### src/qfh_pkg.sv
// shared constants, types and helper functions of the flower holonomy block
// no dependencies
package qfh_pkg;

    localparam int MAX_FLOWER   = 16;
    localparam int CORDIC_STEPS = 32;

    localparam int ANG_W   = 32;
    localparam int Q_W     = 32;
    localparam int TURN_W  = 36;
    localparam int CW      = 34;
    localparam int PROD_W  = 62;
    localparam int ACC_W   = 64;

    localparam int CORDIC_IDX_W = $clog2(CORDIC_STEPS);
    localparam int EDGE_W       = $clog2(MAX_FLOWER);
    localparam int NUM_OPS      = 20;
    localparam int OP_W         = $clog2(NUM_OPS);
    localparam int MAC_CNT_W    = $clog2(NUM_OPS + 2);
    localparam int SEL_W        = 3;

    localparam logic signed [ANG_W-1:0] CORNER_RESET = 32'sd562209904;
    localparam logic signed [Q_W-1:0]   ONE_Q30      = 32'sh4000_0000;
    localparam logic signed [CW-1:0]    HALF_PI_Q30  = 34'sd1686629713;
    localparam logic signed [CW-1:0]    PI_Q30       = 34'sd3373259426;
    localparam logic signed [CW-1:0]    CORDIC_GAIN  = 34'sd652032874;

    localparam logic signed [CW-1:0] ATAN_HEAD [10] = '{
        34'sd843314856, 34'sd497837829, 34'sd263043836, 34'sd133525158, 34'sd67021686,
        34'sd33543515,  34'sd16775850,  34'sd8388437,   34'sd4194282,   34'sd2097149
    };

    // operand selects of the multiply unit
    localparam logic [SEL_W-1:0] A_CA = 3'd0;
    localparam logic [SEL_W-1:0] A_SA = 3'd1;
    localparam logic [SEL_W-1:0] A_RW = 3'd2;
    localparam logic [SEL_W-1:0] A_RX = 3'd3;
    localparam logic [SEL_W-1:0] A_RY = 3'd4;
    localparam logic [SEL_W-1:0] A_RZ = 3'd5;

    localparam logic [SEL_W-1:0] B_CB = 3'd0;
    localparam logic [SEL_W-1:0] B_SB = 3'd1;
    localparam logic [SEL_W-1:0] B_TW = 3'd2;
    localparam logic [SEL_W-1:0] B_TX = 3'd3;
    localparam logic [SEL_W-1:0] B_TY = 3'd4;
    localparam logic [SEL_W-1:0] B_TZ = 3'd5;

    // result destinations: step quaternion, then new running product
    localparam logic [SEL_W-1:0] D_TW = 3'd0;
    localparam logic [SEL_W-1:0] D_TX = 3'd1;
    localparam logic [SEL_W-1:0] D_TY = 3'd2;
    localparam logic [SEL_W-1:0] D_TZ = 3'd3;
    localparam logic [SEL_W-1:0] D_RW = 3'd4;
    localparam logic [SEL_W-1:0] D_RX = 3'd5;
    localparam logic [SEL_W-1:0] D_RY = 3'd6;
    localparam logic [SEL_W-1:0] D_RZ = 3'd7;

    typedef struct packed {
        logic signed [Q_W-1:0] w;
        logic signed [Q_W-1:0] x;
        logic signed [Q_W-1:0] y;
        logic signed [Q_W-1:0] z;
    } quat_t;

    typedef struct packed {
        logic                  done;
        logic signed [Q_W-1:0] c;
        logic signed [Q_W-1:0] s;
    } cordic_res_t;

    typedef struct packed {
        logic            issue;
        logic [OP_W-1:0] op;
    } mac_ctl_t;

    typedef struct packed {
        logic [SEL_W-1:0] a_sel;
        logic [SEL_W-1:0] b_sel;
        logic             neg;
        logic             first;
        logic             last;
        logic [SEL_W-1:0] dst;
    } mac_op_t;

    function automatic mac_op_t op_word(input logic [SEL_W-1:0] a, input logic [SEL_W-1:0] b,
                                        input logic neg, input logic first, input logic last,
                                        input logic [SEL_W-1:0] dst);
        mac_op_t o;
        o.a_sel = a;
        o.b_sel = b;
        o.neg   = neg;
        o.first = first;
        o.last  = last;
        o.dst   = dst;
        return o;
    endfunction

    // micro-op list: step quaternion, then hamilton product run * step
    function automatic mac_op_t mac_op(input logic [OP_W-1:0] idx);
        mac_op_t o;
        case (idx)
            5'd0:    o = op_word(A_CA, B_CB, 1'b0, 1'b1, 1'b1, D_TW);
            5'd1:    o = op_word(A_CA, B_SB, 1'b1, 1'b1, 1'b1, D_TX);
            5'd2:    o = op_word(A_SA, B_SB, 1'b1, 1'b1, 1'b1, D_TY);
            5'd3:    o = op_word(A_SA, B_CB, 1'b0, 1'b1, 1'b1, D_TZ);
            5'd4:    o = op_word(A_RW, B_TW, 1'b0, 1'b1, 1'b0, D_RW);
            5'd5:    o = op_word(A_RX, B_TX, 1'b1, 1'b0, 1'b0, D_RW);
            5'd6:    o = op_word(A_RY, B_TY, 1'b1, 1'b0, 1'b0, D_RW);
            5'd7:    o = op_word(A_RZ, B_TZ, 1'b1, 1'b0, 1'b1, D_RW);
            5'd8:    o = op_word(A_RW, B_TX, 1'b0, 1'b1, 1'b0, D_RX);
            5'd9:    o = op_word(A_RX, B_TW, 1'b0, 1'b0, 1'b0, D_RX);
            5'd10:   o = op_word(A_RY, B_TZ, 1'b0, 1'b0, 1'b0, D_RX);
            5'd11:   o = op_word(A_RZ, B_TY, 1'b1, 1'b0, 1'b1, D_RX);
            5'd12:   o = op_word(A_RW, B_TY, 1'b0, 1'b1, 1'b0, D_RY);
            5'd13:   o = op_word(A_RX, B_TZ, 1'b1, 1'b0, 1'b0, D_RY);
            5'd14:   o = op_word(A_RY, B_TW, 1'b0, 1'b0, 1'b0, D_RY);
            5'd15:   o = op_word(A_RZ, B_TX, 1'b0, 1'b0, 1'b1, D_RY);
            5'd16:   o = op_word(A_RW, B_TZ, 1'b0, 1'b1, 1'b0, D_RZ);
            5'd17:   o = op_word(A_RX, B_TY, 1'b0, 1'b0, 1'b0, D_RZ);
            5'd18:   o = op_word(A_RY, B_TX, 1'b1, 1'b0, 1'b0, D_RZ);
            5'd19:   o = op_word(A_RZ, B_TW, 1'b0, 1'b0, 1'b1, D_RZ);
            default: o = op_word(A_CA, B_CB, 1'b0, 1'b1, 1'b0, D_TW);
        endcase
        return o;
    endfunction

    function automatic logic signed [CW-1:0] atan_entry(input logic [CORDIC_IDX_W-1:0] i);
        logic signed [CW-1:0] v;
        logic signed [63:0]   p;
        int                   sh;
        sh = 30 - int'(i);
        p  = 64'sd0;
        if (i < 10) begin
            v = ATAN_HEAD[i[3:0]];
        end
        else if (i < 30) begin
            p = (64'sd1 <<< sh) - 64'sd1;
            v = p[CW-1:0];
        end
        else begin
            v = '0;
        end
        return v;
    endfunction

    function automatic logic signed [Q_W-1:0] sat_cw(input logic signed [CW-1:0] v);
        logic signed [Q_W-1:0] r;
        if (v > 34'sh0_7FFF_FFFF) begin
            r = 32'sh7FFF_FFFF;
        end
        else if (v < -34'sh0_8000_0000) begin
            r = 32'sh8000_0000;
        end
        else begin
            r = v[Q_W-1:0];
        end
        return r;
    endfunction

    // q58 sum to q2.30, round half up, saturate
    function automatic logic signed [Q_W-1:0] round_q30(input logic signed [ACC_W-1:0] acc);
        logic signed [ACC_W-1:0] t;
        logic signed [35:0]      r;
        logic signed [Q_W-1:0]   o;
        t = acc + 64'sd134217728;
        r = t[63:28];
        if (r > 36'sh0_7FFF_FFFF) begin
            o = 32'sh7FFF_FFFF;
        end
        else if (r < 36'shF_8000_0000) begin
            o = 32'sh8000_0000;
        end
        else begin
            o = r[Q_W-1:0];
        end
        return o;
    endfunction

endpackage

### src/qfh_mac.sv
// shared multiply-accumulate unit: step quaternion and hamilton product, one product a cycle
// depends on qfh_pkg
module qfh_mac import qfh_pkg::*; (
    input  logic                  clk,
    input  logic                  rst_n,
    input  mac_ctl_t              ctl,
    input  logic signed [Q_W-1:0] ca,
    input  logic signed [Q_W-1:0] sa,
    input  logic signed [Q_W-1:0] cb,
    input  logic signed [Q_W-1:0] sb,
    input  quat_t                 run,
    output quat_t                 prod
);

    mac_op_t                 op_d;
    logic signed [Q_W-1:0]   a_opnd;
    logic signed [Q_W-1:0]   b_opnd;
    logic signed [63:0]      full;
    logic signed [ACC_W-1:0] prod_ext;

    logic                    p1_valid_reg;
    mac_op_t                 p1_op_reg;
    logic signed [PROD_W-1:0] prod_reg;

    logic                    a2_valid_reg;
    logic                    a2_last_reg;
    logic [SEL_W-1:0]        a2_dst_reg;
    logic signed [ACC_W-1:0] acc_reg, acc_next;

    quat_t                   step_reg;
    quat_t                   res_reg;
    logic signed [Q_W-1:0]   rounded;

    assign op_d = mac_op(ctl.op);

    always_comb
    begin
        case (op_d.a_sel)
            A_CA:    a_opnd = ca;
            A_SA:    a_opnd = sa;
            A_RW:    a_opnd = run.w;
            A_RX:    a_opnd = run.x;
            A_RY:    a_opnd = run.y;
            A_RZ:    a_opnd = run.z;
            default: a_opnd = '0;
        endcase
        case (op_d.b_sel)
            B_CB:    b_opnd = cb;
            B_SB:    b_opnd = sb;
            B_TW:    b_opnd = step_reg.w;
            B_TX:    b_opnd = step_reg.x;
            B_TY:    b_opnd = step_reg.y;
            B_TZ:    b_opnd = step_reg.z;
            default: b_opnd = '0;
        endcase
    end

    // q2.30 x q2.30 floored to q58
    assign full     = a_opnd * b_opnd;
    assign prod_ext = {{(ACC_W - PROD_W){prod_reg[PROD_W-1]}}, prod_reg};
    assign acc_next = (p1_op_reg.first ? '0 : acc_reg)
                    + (p1_op_reg.neg ? -prod_ext : prod_ext);
    assign rounded  = round_q30(acc_reg);

    always_ff @(posedge clk or negedge rst_n)
    begin
        if (!rst_n)
        begin
            p1_valid_reg <= 1'b0;
            a2_valid_reg <= 1'b0;
        end
        else
        begin
            p1_valid_reg <= ctl.issue;
            a2_valid_reg <= p1_valid_reg;
        end
    end

    always_ff @(posedge clk)
    begin
        p1_op_reg   <= op_d;
        prod_reg    <= full[63:2];
        a2_last_reg <= p1_op_reg.last;
        a2_dst_reg  <= p1_op_reg.dst;
        if (p1_valid_reg)
        begin
            acc_reg <= acc_next;
        end
        if (a2_valid_reg && a2_last_reg)
        begin
            case (a2_dst_reg)
                D_TW:    step_reg.w <= rounded;
                D_TX:    step_reg.x <= rounded;
                D_TY:    step_reg.y <= rounded;
                D_TZ:    step_reg.z <= rounded;
                D_RW:    res_reg.w  <= rounded;
                D_RX:    res_reg.x  <= rounded;
                D_RY:    res_reg.y  <= rounded;
                D_RZ:    res_reg.z  <= rounded;
                default: res_reg.z  <= rounded;
            endcase
        end
    end

    assign prod = res_reg;

endmodule

### config.mk
export PLATFORM = sky130hd
export DESIGN_NAME = qfh_mac
export DESIGN_NICKNAME = d
export VERILOG_FILES = /design/src/qfh_pkg.sv /design/src/qfh_mac.sv
export SDC_FILE = /design/constraint.sdc
export NUM_CORES = 2
export LEC_CHECK = 0
export BUFFER_PORTS_ARGS = -buffer_cell sky130_fd_sc_hd__buf_2
export CORE_MARGIN = 5
export CORE_UTILIZATION = 64
export DETAILED_ROUTE_END_ITERATION = 7
export GPL_TIMING_DRIVEN = 1
export HOLD_SLACK_MARGIN = 0.1
export PLACE_DENSITY = 0.87
export SYNTH_ARGS = -nofsm -noshare
export SYNTH_HDL_FRONTEND = slang
export SYNTH_SLANG_ARGS = --single-unit
### constraint.sdc
create_clock -name clk -period 9.3 [get_ports clk]
set_input_delay 0.465 -clock clk [delete_from_list [all_inputs] [get_ports clk]]
set_output_delay 0.465 -clock clk [all_outputs]
set_load 0.02 [all_outputs]
==> flow_metrics.tcl <==
set metrics [dict create \
    yosysUniqueCellTypes 74 \
    syn_area_sq_mm 0.0555 \
    grt_pass1_vias 53100 \
    clock_skew_ns 0.0268 \
    grt_max_degree 66 \
    arrival_ns 10.55 \
    yosys_warnings 0 \
    num_rows 108 \
    rsz0062_at_grt "true" \
    rrSetupSlack_ns 0.28 \
    crit_required_ns 9.75 \
    syn_nets 7311 \
    gp_congestion 1.09 \
    mostFrequentLayoutCells "inv_1 (1040), fa_1 (1040), nand2_1 (669)" \
    drv_slew 27 \
    track_usage_pct 46.5 \
    cts_made_buffers 36 \
    fin_util_pct 79.3 \
    reg2reg_depth 30 \
    nFillCells 4977 \
    tritoncts "yes" \
    syn_to_final_growth_pct 23.6 \
    clk_latency_ns 0.57 \
    worst_pin_slew_ns 1.60 \
    wl_per_cell_um 29.0 \
    fin_nets 8288 \
    r2r_start "step_reg[101]" \
    cts.sinks 394 \
    hpwl_um 173000 \
    status "finished with violations" \
    start_util_pct 64.2 \
    async_flop_share_pct 0.508 \
    synthFlopType "edfxtp_1" \
    cts_max_level 2 \
    crit_path_top_delay_cell "a22oi_1" \
    violations "design-rule violations, max-capacitance violations, max-slew violations, negative setup slack" \
    first_pass_iters 8 \
    critPathCaptureType "flip-flop" \
    clkTransAtPathRegs_ns 0.08 \
    dieArea_sq_mm 0.0927 \
    period_needed_ns 10.10 \
    clk_path_buf_depth 3 \
    fp.dieW_um 304 \
    drv_cap 3 \
    drive_gt1_share_pct 23.6 \
    globalRouteOverflowTotal 0 \
    finalSetupViolCount 45 \
    vias 51000 \
    die_height_um 304 \
    drcViolationCount 130 \
    final-hold-violation-count 0 \
    antenna_found_initial 19 \
    largest_reg_flops 190 \
    ys_ff_latch 394 \
    drtIter0Drc 7239 \
    grt_pass1_wl_um 324000 \
    coreArea_sq_mm 0.0865 \
    syn_inst 5704 \
    cp.buffers_inverters 13 \
    hold_path.class "in -> async" \
    max_stage_delay_ns 0.88 \
    worst_slack_ns -0.801 \
    relSlewSlack_pct -7.25 \
    io_pins 392 \
    cp_top_family "adder cells" \
    portBuffers 391 \
    ant_nets 0 \
    wirelength_um 229000 \
    period_share_pct 109 \
    critical_path_class "in -> reg" \
    avgSynthCellArea_sq_um 9.73 \
    start_kind "primary input" \
    synth_edf_count 320 \
    root_buffer "clkbuf_16" \
    vias_per_cell 6.48 \
    crit_path_max_fanout 18 \
    fmax_mhz 99.0 \
    rr_endpoint "prod_reg[59]" \
    seq_area_frac_synth_pct 20.0 \
]
-- kinds of logic (layout without fill, tap and decap cells) --
group / count (synthesis) / count (layout) / share of synthesized area [%]
compound gates: 708 / 708 / 8.89
xor+xnor: 216 / 216 / 3.41
fa+ha+maj: 1343 / 1343 / 44.9
buf+inv: 1336 / 2341 / 9.06
flops: 394 / 394 / 20.0
mux: 47 / 47 / 0.881
other cells: 0 / 11 / 0
simple gates: 1660 / 1660 / 12.8
-- repair_timing --
| item | CTS | global route |
|---|---|---|
| pin swaps | 47 | 181 |
| hold endpoints to repair | 3 | 0 |
| setup endpoints to repair | 21 | 29 |
| setup buffers | 12 | 45 |
| gates resized for setup | 68 | 240 |
| hold buffers | 2 | 0 |
| cloned | 0 | 4 |
-- metal layers --
metal | vias up | track usage [%] | part of all wire [%]
met5 | - | 0 | 0.032
li1 | 19900 | - | -
met2 | 4886 | 72.3 | 44
met1 | 24600 | 53.9 | 30
met3 | 1661 | 16.8 | 15
met4 | 8 | 33.0 | 11
-- worst max-delay path by stage --
| stage | from | end | slack, ns | cells after the start |
|---|---|---|---|---|
| after detailed placement | ctl[1] | prod_reg[57] | -0.92 | 40 |
| after floorplan | ctl[2] | prod_reg[60] | -0.008 | 32 |
| after global placement | ctl[1] | prod_reg[57] | -0.67 | 40 |
| after CTS | ctl[1] | prod_reg[57] | -0.001 | 41 |
| final | ctl[1] | prod_reg[59] | -0.80 | 41 |
| after global routing | ctl[1] | prod_reg[59] | -0.89 | 39 |
-- through the flow --
stage	TNS [ns]	std cells	setup slack, ns	hold slack (ns)	area (sq um)
2_1_floorplan	-0.00847	5704	-0.00847	0.169	55800
3_3_place_gp	-11.32	7739	-0.666	0.252	65500
3_5_place_dp	-14.23	7739	-0.923	0.258	65500
4_1_cts	-0.00134	7819	-0.00134	0.240	67200
5_1_grt	-24.72	7868	-0.889	0.253	68600
6_report	-22.33	7875	-0.801	0.259	68600
-- synth_stat cells (16+ instances only) --
| library cell | n | share of area, % |
|---|---|---|
| and3_1 | 31 | 0.35 |
| and2_1 | 34 | 0.38 |
| nor3_1 | 36 | 0.32 |
| xor2_1 | 56 | 0.88 |
| nor2b_1 | 76 | 0.86 |
| fa_1 | 1083 | 39 |
| a21o_1 | 69 | 0.93 |
| a211oi_1 | 34 | 0.46 |
| a222oi_1 | 32 | 0.58 |
| or3_1 | 17 | 0.19 |
| a221o_1 | 27 | 0.49 |
| ha_1 | 260 | 5.9 |
| o21ai_0 | 138 | 1.2 |
| nand2b_1 | 27 | 0.30 |
| o31ai_1 | 19 | 0.26 |
| nand4_1 | 25 | 0.28 |
| nor2_1 | 607 | 4.1 |
| o21bai_1 | 26 | 0.35 |
| edfxtp_1 | 320 | 17 |
| a31oi_1 | 21 | 0.24 |
| a21oi_1 | 146 | 1.3 |
| xnor2_1 | 160 | 2.5 |
| a211o_1 | 20 | 0.32 |
| nand2_1 | 685 | 4.6 |
| mux2i_1 | 32 | 0.58 |
| o21a_1 | 16 | 0.22 |
| inv_1 | 1063 | 7.2 |
| nand3_1 | 59 | 0.53 |
| clkbuf_1 | 256 | 1.7 |
| a22oi_1 | 49 | 0.66 |
| dfxtp_1 | 72 | 2.6 |
-- area by class of cell --
| class | instances | area [sq um] | share of cell area, % |
|---|---|---|---|
| inverters | 1063 | 4020 | 5.87 |
| flip-flops and latches | 394 | 11100 | 16.2 |
| clock inverters | 15 | 150 | 0.219 |
| diodes | 11 | 27.5 | 0.0401 |
| repair buffers | 1212 | 9910 | 14.5 |
| well taps | 1155 | 1450 | 2.11 |
| multi-input cells | 3974 | 40900 | 59.6 |
| clock buffers | 51 | 1060 | 1.54 |
Power is not shown: default switching activity piles up to over one toggle a cycle in this logic, so the estimate is an artifact.
