<file path="config.mk">
export PLATFORM = sky130hd
export DESIGN_NAME = qfh_cordic
export DESIGN_NICKNAME = d
export VERILOG_FILES = /design/src/qfh_pkg.sv /design/src/qfh_cordic.sv
export SDC_FILE = /design/constraint.sdc
export NUM_CORES = 1
export LEC_CHECK = 0
export BUFFER_PORTS_ARGS = -buffer_cell sky130_fd_sc_hd__buf_2
export CAP_MARGIN = 5
export CORE_MARGIN = 2
export CORE_UTILIZATION = 47
export DETAILED_ROUTE_END_ITERATION = 16
export GPL_TIMING_DRIVEN = 0
export REMOVE_ABC_BUFFERS = 1
export SYNTH_ARGS = -nofsm -noshare
export SYNTH_HDL_FRONTEND = slang
export SYNTH_SLANG_ARGS = --single-unit
</file>
<file path="constraint.sdc">
create_clock -name clk -period 8.4 [get_ports clk]
set_input_delay 0.42 -clock clk [delete_from_list [all_inputs] [get_ports clk]]
set_output_delay 0.42 -clock clk [all_outputs]
set_load 0.05 [all_outputs]
</file>
<file path="src/qfh_pkg.sv">
// shared constants, types and helper functions of the flower holonomy block
// no dependencies
package qfh_pkg;

    localparam int MAX_FLOWER   = 16;
    localparam int CORDIC_STEPS = 32;

    localparam int ANG_W   = 32;
    localparam int Q_W     = 32;
    localparam int TURN_W  = 36;
    localparam int CW      = 34;
    localparam int PROD_W  = 62;
    localparam int ACC_W   = 64;

    localparam int CORDIC_IDX_W = $clog2(CORDIC_STEPS);
    localparam int EDGE_W       = $clog2(MAX_FLOWER);
    localparam int NUM_OPS      = 20;
    localparam int OP_W         = $clog2(NUM_OPS);
    localparam int MAC_CNT_W    = $clog2(NUM_OPS + 2);
    localparam int SEL_W        = 3;

    localparam logic signed [ANG_W-1:0] CORNER_RESET = 32'sd562209904;
    localparam logic signed [Q_W-1:0]   ONE_Q30      = 32'sh4000_0000;
    localparam logic signed [CW-1:0]    HALF_PI_Q30  = 34'sd1686629713;
    localparam logic signed [CW-1:0]    PI_Q30       = 34'sd3373259426;
    localparam logic signed [CW-1:0]    CORDIC_GAIN  = 34'sd652032874;

    localparam logic signed [CW-1:0] ATAN_HEAD [10] = '{
        34'sd843314856, 34'sd497837829, 34'sd263043836, 34'sd133525158, 34'sd67021686,
        34'sd33543515,  34'sd16775850,  34'sd8388437,   34'sd4194282,   34'sd2097149
    };

    // operand selects of the multiply unit
    localparam logic [SEL_W-1:0] A_CA = 3'd0;
    localparam logic [SEL_W-1:0] A_SA = 3'd1;
    localparam logic [SEL_W-1:0] A_RW = 3'd2;
    localparam logic [SEL_W-1:0] A_RX = 3'd3;
    localparam logic [SEL_W-1:0] A_RY = 3'd4;
    localparam logic [SEL_W-1:0] A_RZ = 3'd5;

    localparam logic [SEL_W-1:0] B_CB = 3'd0;
    localparam logic [SEL_W-1:0] B_SB = 3'd1;
    localparam logic [SEL_W-1:0] B_TW = 3'd2;
    localparam logic [SEL_W-1:0] B_TX = 3'd3;
    localparam logic [SEL_W-1:0] B_TY = 3'd4;
    localparam logic [SEL_W-1:0] B_TZ = 3'd5;

    // result destinations: step quaternion, then new running product
    localparam logic [SEL_W-1:0] D_TW = 3'd0;
    localparam logic [SEL_W-1:0] D_TX = 3'd1;
    localparam logic [SEL_W-1:0] D_TY = 3'd2;
    localparam logic [SEL_W-1:0] D_TZ = 3'd3;
    localparam logic [SEL_W-1:0] D_RW = 3'd4;
    localparam logic [SEL_W-1:0] D_RX = 3'd5;
    localparam logic [SEL_W-1:0] D_RY = 3'd6;
    localparam logic [SEL_W-1:0] D_RZ = 3'd7;

    typedef struct packed {
        logic signed [Q_W-1:0] w;
        logic signed [Q_W-1:0] x;
        logic signed [Q_W-1:0] y;
        logic signed [Q_W-1:0] z;
    } quat_t;

    typedef struct packed {
        logic                  done;
        logic signed [Q_W-1:0] c;
        logic signed [Q_W-1:0] s;
    } cordic_res_t;

    typedef struct packed {
        logic            issue;
        logic [OP_W-1:0] op;
    } mac_ctl_t;

    typedef struct packed {
        logic [SEL_W-1:0] a_sel;
        logic [SEL_W-1:0] b_sel;
        logic             neg;
        logic             first;
        logic             last;
        logic [SEL_W-1:0] dst;
    } mac_op_t;

    function automatic mac_op_t op_word(input logic [SEL_W-1:0] a, input logic [SEL_W-1:0] b,
                                        input logic neg, input logic first, input logic last,
                                        input logic [SEL_W-1:0] dst);
        mac_op_t o;
        o.a_sel = a;
        o.b_sel = b;
        o.neg   = neg;
        o.first = first;
        o.last  = last;
        o.dst   = dst;
        return o;
    endfunction

    // micro-op list: step quaternion, then hamilton product run * step
    function automatic mac_op_t mac_op(input logic [OP_W-1:0] idx);
        mac_op_t o;
        case (idx)
            5'd0:    o = op_word(A_CA, B_CB, 1'b0, 1'b1, 1'b1, D_TW);
            5'd1:    o = op_word(A_CA, B_SB, 1'b1, 1'b1, 1'b1, D_TX);
            5'd2:    o = op_word(A_SA, B_SB, 1'b1, 1'b1, 1'b1, D_TY);
            5'd3:    o = op_word(A_SA, B_CB, 1'b0, 1'b1, 1'b1, D_TZ);
            5'd4:    o = op_word(A_RW, B_TW, 1'b0, 1'b1, 1'b0, D_RW);
            5'd5:    o = op_word(A_RX, B_TX, 1'b1, 1'b0, 1'b0, D_RW);
            5'd6:    o = op_word(A_RY, B_TY, 1'b1, 1'b0, 1'b0, D_RW);
            5'd7:    o = op_word(A_RZ, B_TZ, 1'b1, 1'b0, 1'b1, D_RW);
            5'd8:    o = op_word(A_RW, B_TX, 1'b0, 1'b1, 1'b0, D_RX);
            5'd9:    o = op_word(A_RX, B_TW, 1'b0, 1'b0, 1'b0, D_RX);
            5'd10:   o = op_word(A_RY, B_TZ, 1'b0, 1'b0, 1'b0, D_RX);
            5'd11:   o = op_word(A_RZ, B_TY, 1'b1, 1'b0, 1'b1, D_RX);
            5'd12:   o = op_word(A_RW, B_TY, 1'b0, 1'b1, 1'b0, D_RY);
            5'd13:   o = op_word(A_RX, B_TZ, 1'b1, 1'b0, 1'b0, D_RY);
            5'd14:   o = op_word(A_RY, B_TW, 1'b0, 1'b0, 1'b0, D_RY);
            5'd15:   o = op_word(A_RZ, B_TX, 1'b0, 1'b0, 1'b1, D_RY);
            5'd16:   o = op_word(A_RW, B_TZ, 1'b0, 1'b1, 1'b0, D_RZ);
            5'd17:   o = op_word(A_RX, B_TY, 1'b0, 1'b0, 1'b0, D_RZ);
            5'd18:   o = op_word(A_RY, B_TX, 1'b1, 1'b0, 1'b0, D_RZ);
            5'd19:   o = op_word(A_RZ, B_TW, 1'b0, 1'b0, 1'b1, D_RZ);
            default: o = op_word(A_CA, B_CB, 1'b0, 1'b1, 1'b0, D_TW);
        endcase
        return o;
    endfunction

    function automatic logic signed [CW-1:0] atan_entry(input logic [CORDIC_IDX_W-1:0] i);
        logic signed [CW-1:0] v;
        logic signed [63:0]   p;
        int                   sh;
        sh = 30 - int'(i);
        p  = 64'sd0;
        if (i < 10) begin
            v = ATAN_HEAD[i[3:0]];
        end
        else if (i < 30) begin
            p = (64'sd1 <<< sh) - 64'sd1;
            v = p[CW-1:0];
        end
        else begin
            v = '0;
        end
        return v;
    endfunction

    function automatic logic signed [Q_W-1:0] sat_cw(input logic signed [CW-1:0] v);
        logic signed [Q_W-1:0] r;
        if (v > 34'sh0_7FFF_FFFF) begin
            r = 32'sh7FFF_FFFF;
        end
        else if (v < -34'sh0_8000_0000) begin
            r = 32'sh8000_0000;
        end
        else begin
            r = v[Q_W-1:0];
        end
        return r;
    endfunction

    // q58 sum to q2.30, round half up, saturate
    function automatic logic signed [Q_W-1:0] round_q30(input logic signed [ACC_W-1:0] acc);
        logic signed [ACC_W-1:0] t;
        logic signed [35:0]      r;
        logic signed [Q_W-1:0]   o;
        t = acc + 64'sd134217728;
        r = t[63:28];
        if (r > 36'sh0_7FFF_FFFF) begin
            o = 32'sh7FFF_FFFF;
        end
        else if (r < 36'shF_8000_0000) begin
            o = 32'sh8000_0000;
        end
        else begin
            o = r[Q_W-1:0];
        end
        return o;
    endfunction

endpackage

</file>
<file path="src/qfh_cordic.sv">
// iterative cordic giving cosine and sine of a q2.30 angle, one rotation per cycle
// depends on qfh_pkg
module qfh_cordic import qfh_pkg::*; (
    input  logic                    clk,
    input  logic                    rst_n,
    input  logic                    start,
    input  logic signed [ANG_W-1:0] angle,
    output cordic_res_t             res
);

    logic                    busy_reg, busy_next;
    logic                    fin_reg, fin_next;
    logic                    done_reg, done_next;
    logic [CORDIC_IDX_W-1:0] idx_reg, idx_next;
    logic signed [CW-1:0]    x_reg, x_next;
    logic signed [CW-1:0]    y_reg, y_next;
    logic signed [CW-1:0]    z_reg, z_next;
    logic                    neg_reg, neg_next;
    logic signed [Q_W-1:0]   c_reg, c_next;
    logic signed [Q_W-1:0]   s_reg, s_next;

    logic signed [CW-1:0] z_in;
    logic signed [CW-1:0] dx;
    logic signed [CW-1:0] dy;
    logic signed [CW-1:0] at;

    assign z_in = {{(CW - ANG_W){angle[ANG_W-1]}}, angle};
    assign dx   = y_reg >>> idx_reg;
    assign dy   = x_reg >>> idx_reg;
    assign at   = atan_entry(idx_reg);

    always_comb
    begin
        busy_next = busy_reg;
        fin_next  = 1'b0;
        done_next = 1'b0;
        idx_next  = idx_reg;
        x_next    = x_reg;
        y_next    = y_reg;
        z_next    = z_reg;
        neg_next  = neg_reg;
        c_next    = c_reg;
        s_next    = s_reg;
        if (start)
        begin
            busy_next = 1'b1;
            idx_next  = '0;
            x_next    = CORDIC_GAIN;
            y_next    = '0;
            // fold into +-pi/2, flip the results later
            if (z_in > HALF_PI_Q30)
            begin
                z_next   = z_in - PI_Q30;
                neg_next = 1'b1;
            end
            else if (z_in < -HALF_PI_Q30)
            begin
                z_next   = z_in + PI_Q30;
                neg_next = 1'b1;
            end
            else
            begin
                z_next   = z_in;
                neg_next = 1'b0;
            end
        end
        else if (busy_reg)
        begin
            if (z_reg >= 0)
            begin
                x_next = x_reg - dx;
                y_next = y_reg + dy;
                z_next = z_reg - at;
            end
            else
            begin
                x_next = x_reg + dx;
                y_next = y_reg - dy;
                z_next = z_reg + at;
            end
            if (idx_reg == CORDIC_IDX_W'(CORDIC_STEPS - 1))
            begin
                busy_next = 1'b0;
                fin_next  = 1'b1;
            end
            else
            begin
                idx_next = idx_reg + 1'b1;
            end
        end
        else if (fin_reg)
        begin
            c_next    = sat_cw(neg_reg ? -x_reg : x_reg);
            s_next    = sat_cw(neg_reg ? -y_reg : y_reg);
            done_next = 1'b1;
        end
    end

    always_ff @(posedge clk or negedge rst_n)
    begin
        if (!rst_n)
        begin
            busy_reg <= 1'b0;
            fin_reg  <= 1'b0;
            done_reg <= 1'b0;
            idx_reg  <= '0;
        end
        else
        begin
            busy_reg <= busy_next;
            fin_reg  <= fin_next;
            done_reg <= done_next;
            idx_reg  <= idx_next;
        end
    end

    always_ff @(posedge clk)
    begin
        x_reg   <= x_next;
        y_reg   <= y_next;
        z_reg   <= z_next;
        neg_reg <= neg_next;
        c_reg   <= c_next;
        s_reg   <= s_next;
    end

    assign res.done = done_reg;
    assign res.c    = c_reg;
    assign res.s    = s_reg;

endmodule

</file>
==> impl_metrics.toml <==
[outcome]
status = "completed"

[sta]
fmax_mhz = 124
relSlewSlack_pct = 8.17
final-setup-viol-count = 0
clock-skew-final_ns = 0.0168
finalSetupTns_ns = 0
fin_crit_sh_pct = 95.8
hold_viol_final = 0
rsz0062_at_grt = "no"
tightestPinTransition_ns = 1.38
fin_crit_ns = 8.05
fin_hold_ws_ns = 0.332
maxSlewViolCount = 0

[detailed_routing]
wire_per_inst_um = 23.5
wirelength_um = 75900
route.detailed.drc = 0
dr_total_vias = 20900
route.met2.wl_um = 35500
viasPerCell = 6.48
top_signal_layer_used = "met5"
drtPass1Iterations = 8
first_iter_violations = 1832
route.met3.wl_um = 4470
wl_met1_um = 31700
antenna_left = 0

[setup_path]
reg2reg_slack_ns = 0.35
cp_cell_sequence = "buf_16 -> mux2_2 -> mux2i_2 -> mux2i_1 -> a2111oi_2 -> nand4_1 -> or4_1 -> or2_1 -> nor2b_1 -> nor2_1 -> xnor2_1 -> ha_1 -> a21o_1 -> o21a_1 -> a311oi_1 -> or3b_2 -> o21ai_0 -> o21bai_1 -> a211o_1 -> nand2_1 -> nand2_1 -> mux2i_1 -> mux2_2"
setup.worst_path.start_class = "register"
reg2regPathDepth = 23
r2r_end = "x_reg[33]"
cpPeakStageDelay_ns = 0.83
crit_path_max_fanout = 56
cp_top_family = "compound AO/OA/AOI/OAI gates"
cp-end-kind = "register"
path_class = "register to register"
path_buf_inv = 1
timing.rr.start = "idx_reg[0]"
required_ns = 8.79
cp_slowest_cell = "a2111oi_2"
worstPathArrival_ns = 8.44

[cts]
clkTransAtPathRegs_ns = 0.07
cts_buffer_depth = 2
cts_tree = "yes"
numClockSinks = 175
cts_made_buffers = 17
h-tree-depth = 4
clock-root-buffer = "clkbuf_16"
clk_latency_ns = 0.50

[global_route]
grtUsageTotal_pct = 31.3
grt_pass1_vias = 19800
grt_start_max_net_pins = 76
gr-total-overflow = 0
grt_first_pass_wirelength_um = 115000
antenna_found_initial = 1

[power]
p_sw_mw = 5.37
power_leakage_nw = 9.27
vdd_ir_drop_max_mv = 0.184
seqPwrFrac_pct = 17.4
p_comb_share_pct = 74.8
p_clk_share_pct = 7.7
p_int_mw = 5.28
p_per_area_nw_per_um2 = 454
switching_share_pct = 50.4

[min_path]
hold_path_class = "primary input to register"
whs_endpoint = "z_reg[0]"
holdPathStages = 3
min_from = "angle[0]"

[floorplan]
start_util_pct = 47.9
dieWidth_um = 220
row_count = 78
die-area_um2 = 48200
die_h_um = 220
core_um2 = 45600
ioPinCount = 100

[final_layout]
final_cells = 3228
drive_above_1_share_pct = 12.9
diodes = 0
final_util_pct = 51.4
postLayoutCellArea_um2 = 23400
syn2layout_area_growth_pct = 7.38
nets = 2769
fillers = 4312

[yosys]
netlist_top_cells_area = "edfxtp_1 14%, mux4_2 7.7%, ha_1 6.6%"
yosys.area.top_type_share_pct = 13.6
synthesis.area_um2 = 21800
yosysWarningCount = 0
seq_area_frac_synth_pct = 20.8
yosysUniqueCellTypes = 97
synth_seq_cells = 175
synth_top_area_cell = "edfxtp_1"
synth_cells = 2685
synth-edff-count = 99
async_flop_share_pct = 4.57
yosys-top-cells-count = "253 x nand2_1, 241 x o21ai_0, 222 x nor2_1, 186 x a21oi_1, 161 x clkbuf_1"
synthMostInstantiatedCell = "nand2_1"
ys.flop_type = "edfxtp_1"
syn_area_per_cell_um2 = 8.13

[run]
drv_cap = 0

[place]
place_hpwl_um = 56700
place_area_um2 = 22600
dp_cells = 3184
io_buffers = 99
place_congestion = 1.04
-- worst max-delay path by stage --
stage,start,to,slack (ns),cells past startpoint
final,idx_reg[0],x_reg[33],0.35,23
after global routing,idx_reg[0],x_reg[33],0.03,23
after CTS,idx_reg[0],z_reg[31],0.01,26
after detailed placement,idx_reg[2],z_reg[31],-1.34,26
after global placement,idx_reg[2],z_reg[31],-5.73,24
after floorplan,idx_reg[1],z_reg[31],-1.73,25
-- layer usage --
layer  track usage [%]  vias up
met2              51.9      718
met5                 0        -
li1                  -     9850
met3              4.69      177
met4              17.3        2
met1              38.9    10200
-- logic make-up (layout without fill, tap and decap cells) --
kind of cell / Yosys count / in the layout / synth area share [%]
muxes: 207 / 207 / 14.2
buffers and inverters: 280 / 223 / 5.28
DFF: 175 / 175 / 20.8
adders and majority gates: 119 / 119 / 6.92
AOI/OAI and AO/OA: 840 / 840 / 24.8
xor gates and xnor gates: 268 / 268 / 10.8
and+or+nand+nor: 796 / 796 / 17.3
-- layout by cell type, fill, tap and decap left out, drive strengths merged, types with 19 or more instances in the layout --
cell	instances
a21oi	186
o21bai	20
nor2	223
mux2	37
a211oi	29
nand2b	35
o21a	22
edfxtp	99
mux4	77
or2	19
a31oi	30
dfxtp	68
mux2i	93
inv	63
nand3	53
or3	34
nand2	253
a21o	52
o21ai	244
xnor2	138
and2	26
o31ai	37
ha	116
nor3	43
buf	128
clkbuf	22
xor2	130
nor2b	28
o22ai	36
-- worst min-delay path: cells and delay by family --
family,cells,cell delay [ns]
AO/OA/AOI/OAI,1,0.10
buffers and inverters,1,0.12
AND/OR/NAND/NOR,1,0.07
-- power by group through the flow --
stage               clock [mW]  combinational [mW]  sequential, mW
detailed placement           0                7.79            1.87
global route             0.869                8.88            1.89
finish                   0.822                7.97            1.86
floorplan                    0                6.18            1.67
global placement             0                7.56            1.92
CTS                      0.842                7.88            1.85
-- final cells by class --
cell class	instances	area, um^2	area share (%)
multi-input cells	2230	16200	69.3
flip-flops and latches	175	4550	19.4
repair buffers	129	1060	4.54
well taps	600	751	3.20
clock buffers	22	485	2.07
inverters	62	240	1.02
clock inverters	10	100	0.427
-- timing repair --
action	CTS	global route
hold endpoints to repair	8	0
hold buffers	1	0
setup buffers	3	6
setup endpoints to repair	18	8
gates resized for setup	6	8
-- metrics by stage --
step | setup WS [ns] | power (mW)
5_1_grt | 0.0280 | 11.6
3_3_place_gp | -5.73 | 9.48
2_1_floorplan | -1.73 | 7.85
4_1_cts | 0.0123 | 10.6
6_report | 0.349 | 10.6
3_5_place_dp | -1.34 | 9.66
Note: power is estimated with default switching activity, not from simulation.
